## config.mk

```make
export PLATFORM = sky130hd
export DESIGN_NAME = qpp_ram
export DESIGN_NICKNAME = d
export VERILOG_FILES = /design/src/hw/rtl/qpp_ram.sv
export SDC_FILE = /design/constraint.sdc
export NUM_CORES = 1
export LEC_CHECK = 0
export BUFFER_PORTS_ARGS = -buffer_cell sky130_fd_sc_hd__buf_2
export CORE_UTILIZATION = 34
export DETAILED_ROUTE_END_ITERATION = 8
export PLACE_DENSITY = 0.49
export SKIP_CTS_REPAIR_TIMING = 1
export SLEW_MARGIN = 5
export SYNTH_ARGS = -nofsm -noshare
export SYNTH_HDL_FRONTEND = slang
export SYNTH_SLANG_ARGS = --single-unit
```

## constraint.sdc

```tcl
create_clock -name clk_i -period 1.9 [get_ports clk_i]
set_input_delay 0 -clock clk_i [delete_from_list [all_inputs] [get_ports clk_i]]
set_output_delay 0 -clock clk_i [all_outputs]
set_load 0.005 [all_outputs]
```

## src/hw/rtl/qpp_ram.sv

```systemverilog
// Generic single-write, single-read synchronous RAM with registered read data.
// No dependencies.
module qpp_ram #(
  parameter int unsigned Width = 8,
  parameter int unsigned Depth = 16
) (
  input  logic                                   clk_i,
  input  logic                                   we_i,
  input  logic [(Depth > 1 ? $clog2(Depth) : 1)-1:0] waddr_i,
  input  logic [Width-1:0]                       wdata_i,
  input  logic [(Depth > 1 ? $clog2(Depth) : 1)-1:0] raddr_i,
  output logic [Width-1:0]                       rdata_o
);

  localparam int unsigned AddrW = (Depth > 1) ? $clog2(Depth) : 1;

  logic [Width-1:0] mem_q [Depth];
  logic [Width-1:0] rdata_q;

  // Write port and registered read port
  always_ff @(posedge clk_i) begin
    if (we_i) begin
      mem_q[waddr_i] <= wdata_i;
    end
    rdata_q <= mem_q[raddr_i[AddrW-1:0]];
  end

  assign rdata_o = rdata_q;

endmodule

```

# --- Yosys cells after proc, flatten, opt, wreduce, memory -nomap -nowiden ---
# Memory sizes are Yosys's and may differ from the RTL's. A register that Yosys moved wholly into a read port is not among the register bits.
# Index checks and enable logic that the tools add are counted.
totals:
  word_cells: 3
  out_inout_bits: 8
  mem_bits_ro: 0
  n_memories: 1
  register_bits: 0
  latch_bits: 0
  input_bits: 18
  ramBits: 128
op_classes:
  order_cmp: 0
  muxes: 2
  bitwise_logic: 0
  n_eq_ne: 0
  n_shift: 0
  n_mul: 0
  reduce_logical: 0
  add_sub_neg: 0
  div: 0
mem_list:
  columns: ["memory", "depth", "word_bits", "read_ports", "rd_clocked_by_memory_dff", "wr", "line", "text"]
  rows:
  - ["mem_q", 16, 8, 1, 1, 1, "17", "logic [Width-1:0] mem_q [Depth];"]
ops:
  columns: ["operator", "n"]
  rows:
  - ["2-to-1 mux 1 bit", 2]

# --- Logic depth before layout (Yosys ltp) ---
# Gate-level depths: netlist (run 1).
depth:
  ltp_word: 2
  ltp_mapped: 5
  ltp_nobuf: 3

# --- Least setup slack after synthesis (run 1) ---
# No wires, ideal clock.
synth_timing:
  kind: "input-to-reg"
  startpoint: "input waddr_i[2] (netlist bit)"
  endpoint: "memory mem_q[0][0], enable pin"
  t_required_ps: 1517
  slack_ps: 407
  cell_stages: 2
  setup_ps: 383
  path_buffers: 0
  arrival_ps: 1110
  cell_sequence: "or3b_2 nor3_1"
synth_lines:
  columns: ["item", "line", "text"]
  rows:
  - ["start, declared", "9", "input logic [(Depth > 1 ? $clog2(Depth) : 1)-1:0] waddr_i,"]
  - ["end, declared", "17", null]
# No word-level cell before the write port.

==> flow_metrics.env, run 1 <==
export IMPL_status="finished with violations"
export IMPL_violations="DRC"
export IMPL_top_usage_layer="met2"
export IMPL_fillers=1292
export IMPL_min_from="waddr_i[0]"
export IMPL_arrival_ns=1.60
export IMPL_final_area_um2=6260
export IMPL_drv_slew=0
export IMPL_num_rows=44
export IMPL_drive_above_1_share=0.302
export IMPL_synth_area_um2=5150
export IMPL_port_buffers=25
export IMPL_final_cell_mix="edfxtp_1 (128), buf_2 (25), buf_4 (19)"
export IMPL_syn2layout_area_growth_pct=21.7
export IMPL_p_leak_nw=2.13
export IMPL_fin_nets=310
export IMPL_antenna_cells=0
export IMPL_wire_per_inst_um=20.4
export IMPL_synth_top_area_frac=0.747
export IMPL_insertion_delay_ns=0.41
export IMPL_use_met3=0.0501
export IMPL_synth_top_area_cell="edfxtp_1"
export IMPL_skew_ns=0.00490
export IMPL_regToRegSetupSlack_ns=0.59
export IMPL_crit_start="mem_q[2][0]"
export IMPL_clkTransAtPathRegs_ns=0.05
export IMPL_syn_instance_count=229
export IMPL_drc=4
export IMPL_critical_path_peak_fanout=1
export IMPL_synthesis_nets=247
export IMPL_layout_commonest_cell="edfxtp_1"
export IMPL_ys_ff_latch=136
export IMPL_timing_rr_start="mem_q[2][0]"
export IMPL_worst_slew_pin_slew_ns=0.411
export IMPL_holdCritPathClass="in -> reg"
export IMPL_synth_mux_area_frac=0.150
export IMPL_core_um2=14600
export IMPL_grt_util_all_layers=0.140
export IMPL_first_pass_iters=6
export IMPL_grt_pass1_vias=2553
export IMPL_grt_max_degree=33
export IMPL_layout_min_cycle_time_ns=1.31
export IMPL_ios=26
export IMPL_grt_first_pass_wirelength_um=15300
export IMPL_worstPathRequired_ns=2.19
export IMPL_viasPerCell=4.89
export IMPL_cts_root_buf="clkbuf_16"
export IMPL_startpoint_type="flip-flop"
export IMPL_antenna_found_initial=0
export IMPL_post_route_period_util=0.688
export IMPL_drt_initial_drc_count=230
export IMPL_clockBufferDepth=2
export IMPL_cts_buffers=17
export IMPL_timing_fmax_mhz=765
export IMPL_synth_area_top_cells="edfxtp_1 (75%), mux4_2 (7.9%), mux4_1 (7.1%)"
export IMPL_dpl_instance_area_um2=5600
export IMPL_cp_slowest_stage_delay_ns=0.50
export IMPL_synth_top_family_by_area="multiplexers"
export IMPL_ys_types=19
export IMPL_grt_use_met1=0.184
export IMPL_syn_avg_cell_area_um2=22.5
export IMPL_ys_seq_area_frac=0.778
export IMPL_maxCapViolations=0
export IMPL_vias=2391
export IMPL_power_density_nw_per_um2=1110
export IMPL_grtUsageMet2=0.216
export IMPL_clock_sinks=136
export IMPL_crit_path_end_kind="flip-flop"
export IMPL_cts_tree="done"
export IMPL_hold_viol=0
export IMPL_vdd_ir_drop_max_mv=0.654
export IMPL_die_x_um=125
export IMPL_grt_ovfl_total=0
export IMPL_slew_headroom=0.726
export IMPL_yosys_warnings=0
export IMPL_hpwlAfterDp_um=6500
export IMPL_synthXorXnorAreaFrac=0
export IMPL_grt_setup_unrepaired="false"
export IMPL_dieArea_um2=15600
export IMPL_fin_tns_setup_ns=0
export IMPL_die_h_um=125
export IMPL_cp_cell_sequence="mux4_1 > a22oi_1 > nand2_1"
export IMPL_synthAdderAreaFrac=0
export IMPL_final_antenna_net_count=0
export IMPL_crit_type="reg -> reg"
export IMPL_synthSimpleGateAreaFrac=0.0318
export IMPL_setup_viol=0
export IMPL_synth_compound_area_frac=0.0233
export IMPL_initial_core_util=0.352
export IMPL_finalWeightedCongestion=0.683
export IMPL_cp_slowest_cell="mux4_1"
export IMPL_h_tree_depth=4
export IMPL_wl_um=9980
[Yosys cell counts, drive strengths merged]
cell / number
or3b: 1
and2b: 1
edfxtp: 128
nor2: 13
nand3: 1
buf: 7
nor3: 4
nand2b: 2
a22oi: 16
dfxtp: 8
mux4: 32
clkdlybuf4s25: 3
and2: 1
nand3b: 2
nor2b: 1
nand2: 9
[worst max-delay path, delay by kind of cell (launching register included)]
family,cells,cell delay (ns)
muxes,1,0.50
DFF,1,0.36
AOI/OAI and AO/OA,1,0.26
and+or+nand+nor,1,0.08
[flip-flops by register name, indices dropped and copies added, names as in the netlist]
| name | count |
|---|---|
| mem_q | 128 |
| rdata_o | 8 |
[cell families after synthesis]
logic type | count (synthesis)
compound gates | 16
buf+inv | 10
flops | 136
mux | 32
simple gates | 35
[path summary, 6_finish.rpt]
| kind | to | cells past startpoint |
|---|---|---|
| worst max-delay path | rdata_o[0] | 3 |
| worst min-delay path | mem_q[0][0] | 3 |
| worst max register to register | rdata_o[0] | 3 |
| worst min register to register | rdata_o[1] | 3 |
[layout make-up]
| cell class | instances | area (um2) | share of cell area |
|---|---|---|---|
| clock buffers | 23 | 458 | 0.0731 |
| clock inverters | 9 | 125 | 0.0200 |
| multi-input cells | 83 | 1060 | 0.169 |
| flip-flops and latches | 136 | 4000 | 0.639 |
| well taps | 184 | 230 | 0.0368 |
| repair buffers | 54 | 388 | 0.0619 |
[layer usage]
metal	wire [um]	share of wire
met1	4710	0.47
met2	4730	0.47
met4	94	0.0094
met3	450	0.045
met5	0	0
[metrics by stage]
step           hold WS, ns  std cells  power, W  utilization  worst slack [ns]
2_1_floorplan       0.0989        229   0.00360            -             0.407
4_1_cts            -0.0317        481   0.00700        0.422             0.576
3_5_place_dp         0.380        449   0.00376        0.382             0.431
5_1_grt              0.180        489   0.00716        0.428             0.518
3_3_place_gp         0.381        449   0.00375        0.382             0.421
6_report             0.146        489   0.00694        0.428             0.593
[where the power goes]
| group | switching [W] | leakage (nW) | total [W] | internal, W |
|---|---|---|---|---|
| Sequential | 0.0000220 | 1.22 | 0.00338 | 0.00336 |
| Combinational | 0.000172 | 0.624 | 0.000320 | 0.000148 |
| Clock | 0.00115 | 0.281 | 0.00324 | 0.00209 |
| Total | 0.00135 | 2.13 | 0.00694 | 0.00559 |
Note: power is estimated with default switching activity, not from simulation.
==> run 2: changes to the inputs <==
--- a/config.mk
+++ b/config.mk
@@ -5,10 +5,11 @@
 export SDC_FILE = /design/constraint.sdc
 export NUM_CORES = 1
 export LEC_CHECK = 0
+export ABC_AREA = 1
 export BUFFER_PORTS_ARGS = -buffer_cell sky130_fd_sc_hd__buf_2
 export CORE_UTILIZATION = 34
 export DETAILED_ROUTE_END_ITERATION = 8
-export PLACE_DENSITY = 0.49
+export PLACE_DENSITY = 0.51
 export SKIP_CTS_REPAIR_TIMING = 1
 export SLEW_MARGIN = 5
 export SYNTH_ARGS = -nofsm -noshare
==> constraint.sdc (replaced) <==
create_clock -name clk_i -period 1.2 [get_ports clk_i]
set_input_delay 0 -clock clk_i [delete_from_list [all_inputs] [get_ports clk_i]]
set_output_delay 0 -clock clk_i [all_outputs]
set_load 0.005 [all_outputs]
==> flow_metrics.env, run 2 <==
export IMPL_largest_register_ffs=128
export IMPL_die_h_um=132
export IMPL_regMostFlops="mem_q"
export IMPL_worst_slack_ns=0.156
export IMPL_drive_above_1_share=0.130
export IMPL_timing_fmax_mhz=958
export IMPL_cts_tree="done"
export IMPL_core_um2=16600
export IMPL_maxCapViolations=0
export IMPL_die_x_um=132
export IMPL_grt_util_all_layers=0.167
export IMPL_finalWeightedCongestion=0.766
export IMPL_antenna_cells=0
export IMPL_fin_tns_setup_ns=0
export IMPL_sw_frac_of_total=0.216
export IMPL_synth_top_area_frac=0.667
export IMPL_ios=26
export IMPL_synth_edf_count=128
export IMPL_synth_most_common_cell="nand2_1"
export IMPL_multi_input_area_um2=1210
export IMPL_drt_initial_drc_count=395
export IMPL_grt_ovfl_total=0
export IMPL_power_density_nw_per_um2=1640
export IMPL_syn2layout_area_growth_pct=18.4
export IMPL_p_leak_nw=2.94
export IMPL_holdWs_ns=0.00662
export IMPL_crit_path_end_kind="flip-flop"
export IMPL_insertion_delay_ns=0.42
export IMPL_num_rows=47
export IMPL_total_power_w=0.0112
export IMPL_yosys_warnings=0
export IMPL_grt_first_pass_wirelength_um=21200
export IMPL_slew_headroom=0.738
export IMPL_critical_path_peak_fanout=1
export IMPL_h_tree_depth=4
export IMPL_initial_core_util=0.348
export IMPL_worst_slew_pin_slew_ns=0.393
export IMPL_drv_slew=0
export IMPL_clkTransAtPathRegs_ns=0.06
export IMPL_vias=3709
export IMPL_port_buffers=25
export IMPL_startpoint_type="flip-flop"
export IMPL_synth_top_flop_cell="edfxtp_1"
export IMPL_synth_area_top_cells="edfxtp_1 (67%), nand2_1 (11%), nand3_1 (8.4%)"
export IMPL_async_flop_share=0
export IMPL_first_pass_iters=4
export IMPL_vdd_ir_drop_max_mv=1.03
export IMPL_final_area_um2=6830
export IMPL_syn_avg_cell_area_um2=10.5
export IMPL_preCtsSetupSlack_ns=0.0912
export IMPL_fin_nets=614
export IMPL_ys_types=12
export IMPL_final_antenna_net_count=0
export IMPL_grt_max_degree=65
export IMPL_cts_buffers=17
export IMPL_grt_pass1_vias=3738
export IMPL_drc=0
export IMPL_post_route_period_util=0.870
export IMPL_skew_ns=0.0138
export IMPL_clockBufferDepth=2
export IMPL_worstPathRequired_ns=1.50
export IMPL_viasPerCell=4.47
export IMPL_internal_power_w=0.00876
export IMPL_dieArea_um2=17500
export IMPL_grt_setup_unrepaired="false"
export IMPL_antenna_found_initial=0
export IMPL_synthesis_nets=569
export IMPL_ys_ff_latch=136
export IMPL_arrival_ns=1.35
export IMPL_final_cell_mix="nand2_1 (173), edfxtp_1 (128), inv_1 (100)"
export IMPL_seqCellArea_um2=4000
export IMPL_status="complete, no violations"
export IMPL_synth_area_um2=5770
export IMPL_p_switching_w=0.00241
export IMPL_synth_top_area_cell="edfxtp_1"
export IMPL_holdCritPathClass="in -> reg"
export IMPL_wire_per_inst_um=16.1
export IMPL_ys_seq_area_frac=0.694
export IMPL_pwr_share_clk=0.461
export IMPL_pwr_share_comb=0.060
export IMPL_synth_common_cells="nand2_1 (173), edfxtp_1 (128), inv_1 (100)"
export IMPL_clock_sinks=136
export IMPL_p_seq_frac=0.479
export IMPL_wl_um=13400
export IMPL_crit_type="reg -> reg"
export IMPL_hold_viol=0
export IMPL_cts_root_buf="clkbuf_16"
export IMPL_layout_commonest_cell="nand2_1"
export IMPL_fillers=1608
export IMPL_syn_instance_count=551
export IMPL_layout_min_cycle_time_ns=1.04
export IMPL_dpl_instance_area_um2=6230
export IMPL_setup_viol=0
export IMPL_hpwlAfterDp_um=8200
run 2: cell types whose count changed after synthesis, sizes merged, moves of 2 or more:
cell and delta:
a22oi -16, buf +17, clkdlybuf4s25 -3, inv +102, mux4 -32, nand2 +164
nand2b -2, nand3 +96, nor2 +4, nor3 -4
run 2: path summary, 6_finish.rpt:
check	from	to	cells after the start	slack [ns]
worst min register to register	mem_q[10][0]	rdata_o[0]	6	0.65
worst max-delay path	mem_q[1][4]	rdata_o[4]	6	0.16
worst min-delay path	wdata_i[2]	mem_q[1][2]	1	0.007
worst max register to register	mem_q[1][4]	rdata_o[4]	6	0.16
run 2: power by group through the flow:
stage                     Combinational, W  Sequential, W  Clock, W
final                             0.000672        0.00534   0.00515
after global routing              0.000755        0.00535   0.00541
after CTS                         0.000681        0.00535   0.00522
after detailed placement          0.000678        0.00544         0
after global placement            0.000673        0.00544         0
after floorplan                   0.000375        0.00544         0
run 2: metrics by stage:
stage          instances  utilization
2_1_floorplan        551            -
3_3_place_gp         796        0.376
3_5_place_dp         796        0.376
4_1_cts              828        0.411
5_1_grt              829        0.412
6_report             829        0.412
run 2: final cells by class:
class                           count  share of cell area
Sequential cell                   136               0.587
Clock inverter                     14              0.0229
Timing Repair Buffer               50              0.0535
Multi-Input combinational cell    289               0.178
Tap cell                          220              0.0403
Clock buffer                       18              0.0629
Inverter                          102              0.0561
run 2: cell families (layout without fill, tap and decap cells):
group         count (synthesis)  in the layout  share of synthesized area
flops                       136            136                      0.694
buf+inv                     126            184                     0.0952
simple gates                289            289                      0.210
run 2: worst max-delay path, cell delays in order, from the launching register on:
cell      delay (ns)
edfxtp_1        0.38
inv_1           0.06
nand2_1         0.04
nand3_1         0.09
nand3_1         0.11
nand3_1         0.16
nand2_1         0.08
run 2: routing by layer:
| metal | part of all wire | vias up | track usage |
|---|---|---|---|
| met5 | 0 | - | 0 |
| met4 | 0.016 | 0 | 0.0677 |
| met1 | 0.46 | 1740 | 0.223 |
| met2 | 0.47 | 96 | 0.263 |
| li1 | - | 1863 | - |
| met3 | 0.052 | 10 | 0.0373 |
==> run 3: changes to the inputs <==
--- a/config.mk
+++ b/config.mk
@@ -7,11 +7,13 @@
 export LEC_CHECK = 0
 export ABC_AREA = 1
 export BUFFER_PORTS_ARGS = -buffer_cell sky130_fd_sc_hd__buf_2
+export CELL_PAD_IN_SITES_DETAIL_PLACEMENT = 0
+export CELL_PAD_IN_SITES_GLOBAL_PLACEMENT = 2
 export CORE_UTILIZATION = 34
 export DETAILED_ROUTE_END_ITERATION = 8
-export PLACE_DENSITY = 0.51
+export PLACE_DENSITY = 0.71
 export SKIP_CTS_REPAIR_TIMING = 1
-export SLEW_MARGIN = 5
+export SLEW_MARGIN = 0
 export SYNTH_ARGS = -nofsm -noshare
 export SYNTH_HDL_FRONTEND = slang
 export SYNTH_SLANG_ARGS = --single-unit
==> flow_metrics.env, run 3 (synthesized netlist as in run 2, its figures left out) <==
export IMPL_power_density_nw_per_um2=1590
export IMPL_drc=0
export IMPL_hold_viol=8
export IMPL_finalWeightedCongestion=0.788
export IMPL_cts_root_buf="clkbuf_16"
export IMPL_dpl_cell_count=796
export IMPL_vias=3725
export IMPL_insertion_delay_ns=0.42
export IMPL_port_buffers=25
export IMPL_hpwlAfterDp_um=8270
export IMPL_largest_register_ffs=128
export IMPL_clockBufferDepth=2
export IMPL_worstPathRequired_ns=1.51
export IMPL_wl_um=13700
export IMPL_holdWs_ns=-0.00210
export IMPL_grt_ovfl_total=0
export IMPL_cts_buffers=17
export IMPL_h_tree_depth=4
export IMPL_min_from="wdata_i[2]"
export IMPL_post_route_period_util=0.868
export IMPL_viasPerCell=4.50
export IMPL_skew_ns=0.00700
export IMPL_grt_max_degree=65
export IMPL_final_area_um2=6800
export IMPL_die_h_um=132
export IMPL_initial_core_util=0.348
export IMPL_ios=26
export IMPL_hold_path_endpoint="mem_q[3][2]"
export IMPL_clkTransAtPathRegs_ns=0.05
export IMPL_drt_initial_drc_count=257
export IMPL_p_leak_nw=2.93
export IMPL_num_rows=47
export IMPL_core_um2=16600
export IMPL_crit_path_end_kind="flip-flop"
export IMPL_dieArea_um2=17500
export IMPL_grt_pass1_vias=3551
export IMPL_regMostFlops="mem_q"
export IMPL_regToRegEndpoint="rdata_o[1]"
export IMPL_slew_headroom=0.745
export IMPL_layout_min_cycle_time_ns=1.04
export IMPL_grt_first_pass_wirelength_um=20600
export IMPL_critical_path_peak_fanout=1
export IMPL_drive_above_1_share=0.122
export IMPL_status="finished with violations"
export IMPL_syn2layout_area_growth_pct=17.9
export IMPL_dpl_instance_area_um2=6240
export IMPL_total_power_w=0.0108
export IMPL_fin_tns_setup_ns=0
export IMPL_holdCritPathClass="in -> reg"
export IMPL_final_core_util=0.410
export IMPL_regToRegSetupSlack_ns=0.16
export IMPL_fin_cells=828
export IMPL_wire_per_inst_um=16.6
export IMPL_final_cell_mix="nand2_1 (173), edfxtp_1 (128), inv_1 (100)"
export IMPL_layout_commonest_cell="nand2_1"
export IMPL_antenna_found_initial=0
export IMPL_first_pass_iters=5
export IMPL_r2r_cells=6
export IMPL_drv_slew=0
export IMPL_violations="hold timing"
export IMPL_antenna_cells=0
export IMPL_die_x_um=132
export IMPL_final_antenna_net_count=0
export IMPL_crit_type="reg -> reg"
export IMPL_setup_viol=0
export IMPL_maxCapViolations=0
export IMPL_hold_depth=1
export IMPL_fin_nets=614
export IMPL_clock_sinks=136
export IMPL_vdd_ir_drop_max_mv=0.979
export IMPL_arrival_ns=1.35
export IMPL_cts_tree="done"
export IMPL_startpoint_type="flip-flop"
export IMPL_timing_rr_start="mem_q[1][1]"
export IMPL_worst_slew_pin_slew_ns=0.383
export IMPL_grt_util_all_layers=0.166
export IMPL_timing_fmax_mhz=960
export IMPL_grt_setup_unrepaired="false"
[run 3: worst max-delay path by stage]
stage                     slack (ns)      endpoint  depth (start not counted)   startpoint
after floorplan                 0.25  mem_q[10][0]                          2   waddr_i[2]
after global placement          0.06    rdata_o[1]                          7   raddr_i[0]
after detailed placement        0.07    rdata_o[1]                          7   raddr_i[0]
after CTS                       0.14    rdata_o[2]                          6  mem_q[1][2]
after global routing            0.10    rdata_o[2]                          6  mem_q[1][2]
final                           0.16    rdata_o[1]                          6  mem_q[1][1]
[run 3: per-stage QoR]
| step | hold slack (ns) | setup slack (ns) |
|---|---|---|
| final | -0.00210 | 0.159 |
| after global routing | 0.00354 | 0.103 |
| after CTS | -0.0383 | 0.142 |
| after detailed placement | 0.383 | 0.0665 |
| after global placement | 0.382 | 0.0612 |
| after floorplan | 0.0989 | 0.249 |
[run 3: where the power goes]
part / switching (W) / internal, W / total (W)
Sequential: 0.0000336 / 0.00531 / 0.00535
Combinational: 0.000465 / 0.000216 / 0.000681
Clock: 0.00176 / 0.00304 / 0.00480
[run 3: critical path, stage by stage (launching register included)]
cell and delay, ns:
edfxtp_1 0.35, inv_1 0.06, nand2_1 0.05, nand3_1 0.09, nand3_1 0.16, nand3_1 0.16, nand2_1 0.07
[run 3: cell type report]
cell class | count | area [um2]
fill | 1655 | 9780
sequential | 136 | 4000
multi-input combinational | 289 | 1210
clock buffer | 27 | 503
inverter | 102 | 383
timing repair buffer | 50 | 378
tap | 220 | 275
clock inverter | 4 | 42.5
[run 3: routing by layer]
metal | up-vias | wire [um] | global-route usage
li1 | 1862 | - | -
met1 | 1783 | 6310 | 0.216
met4 | 0 | 268 | 0.0722
met2 | 65 | 6620 | 0.270
met3 | 15 | 518 | 0.0338
met5 | - | 0 | 0
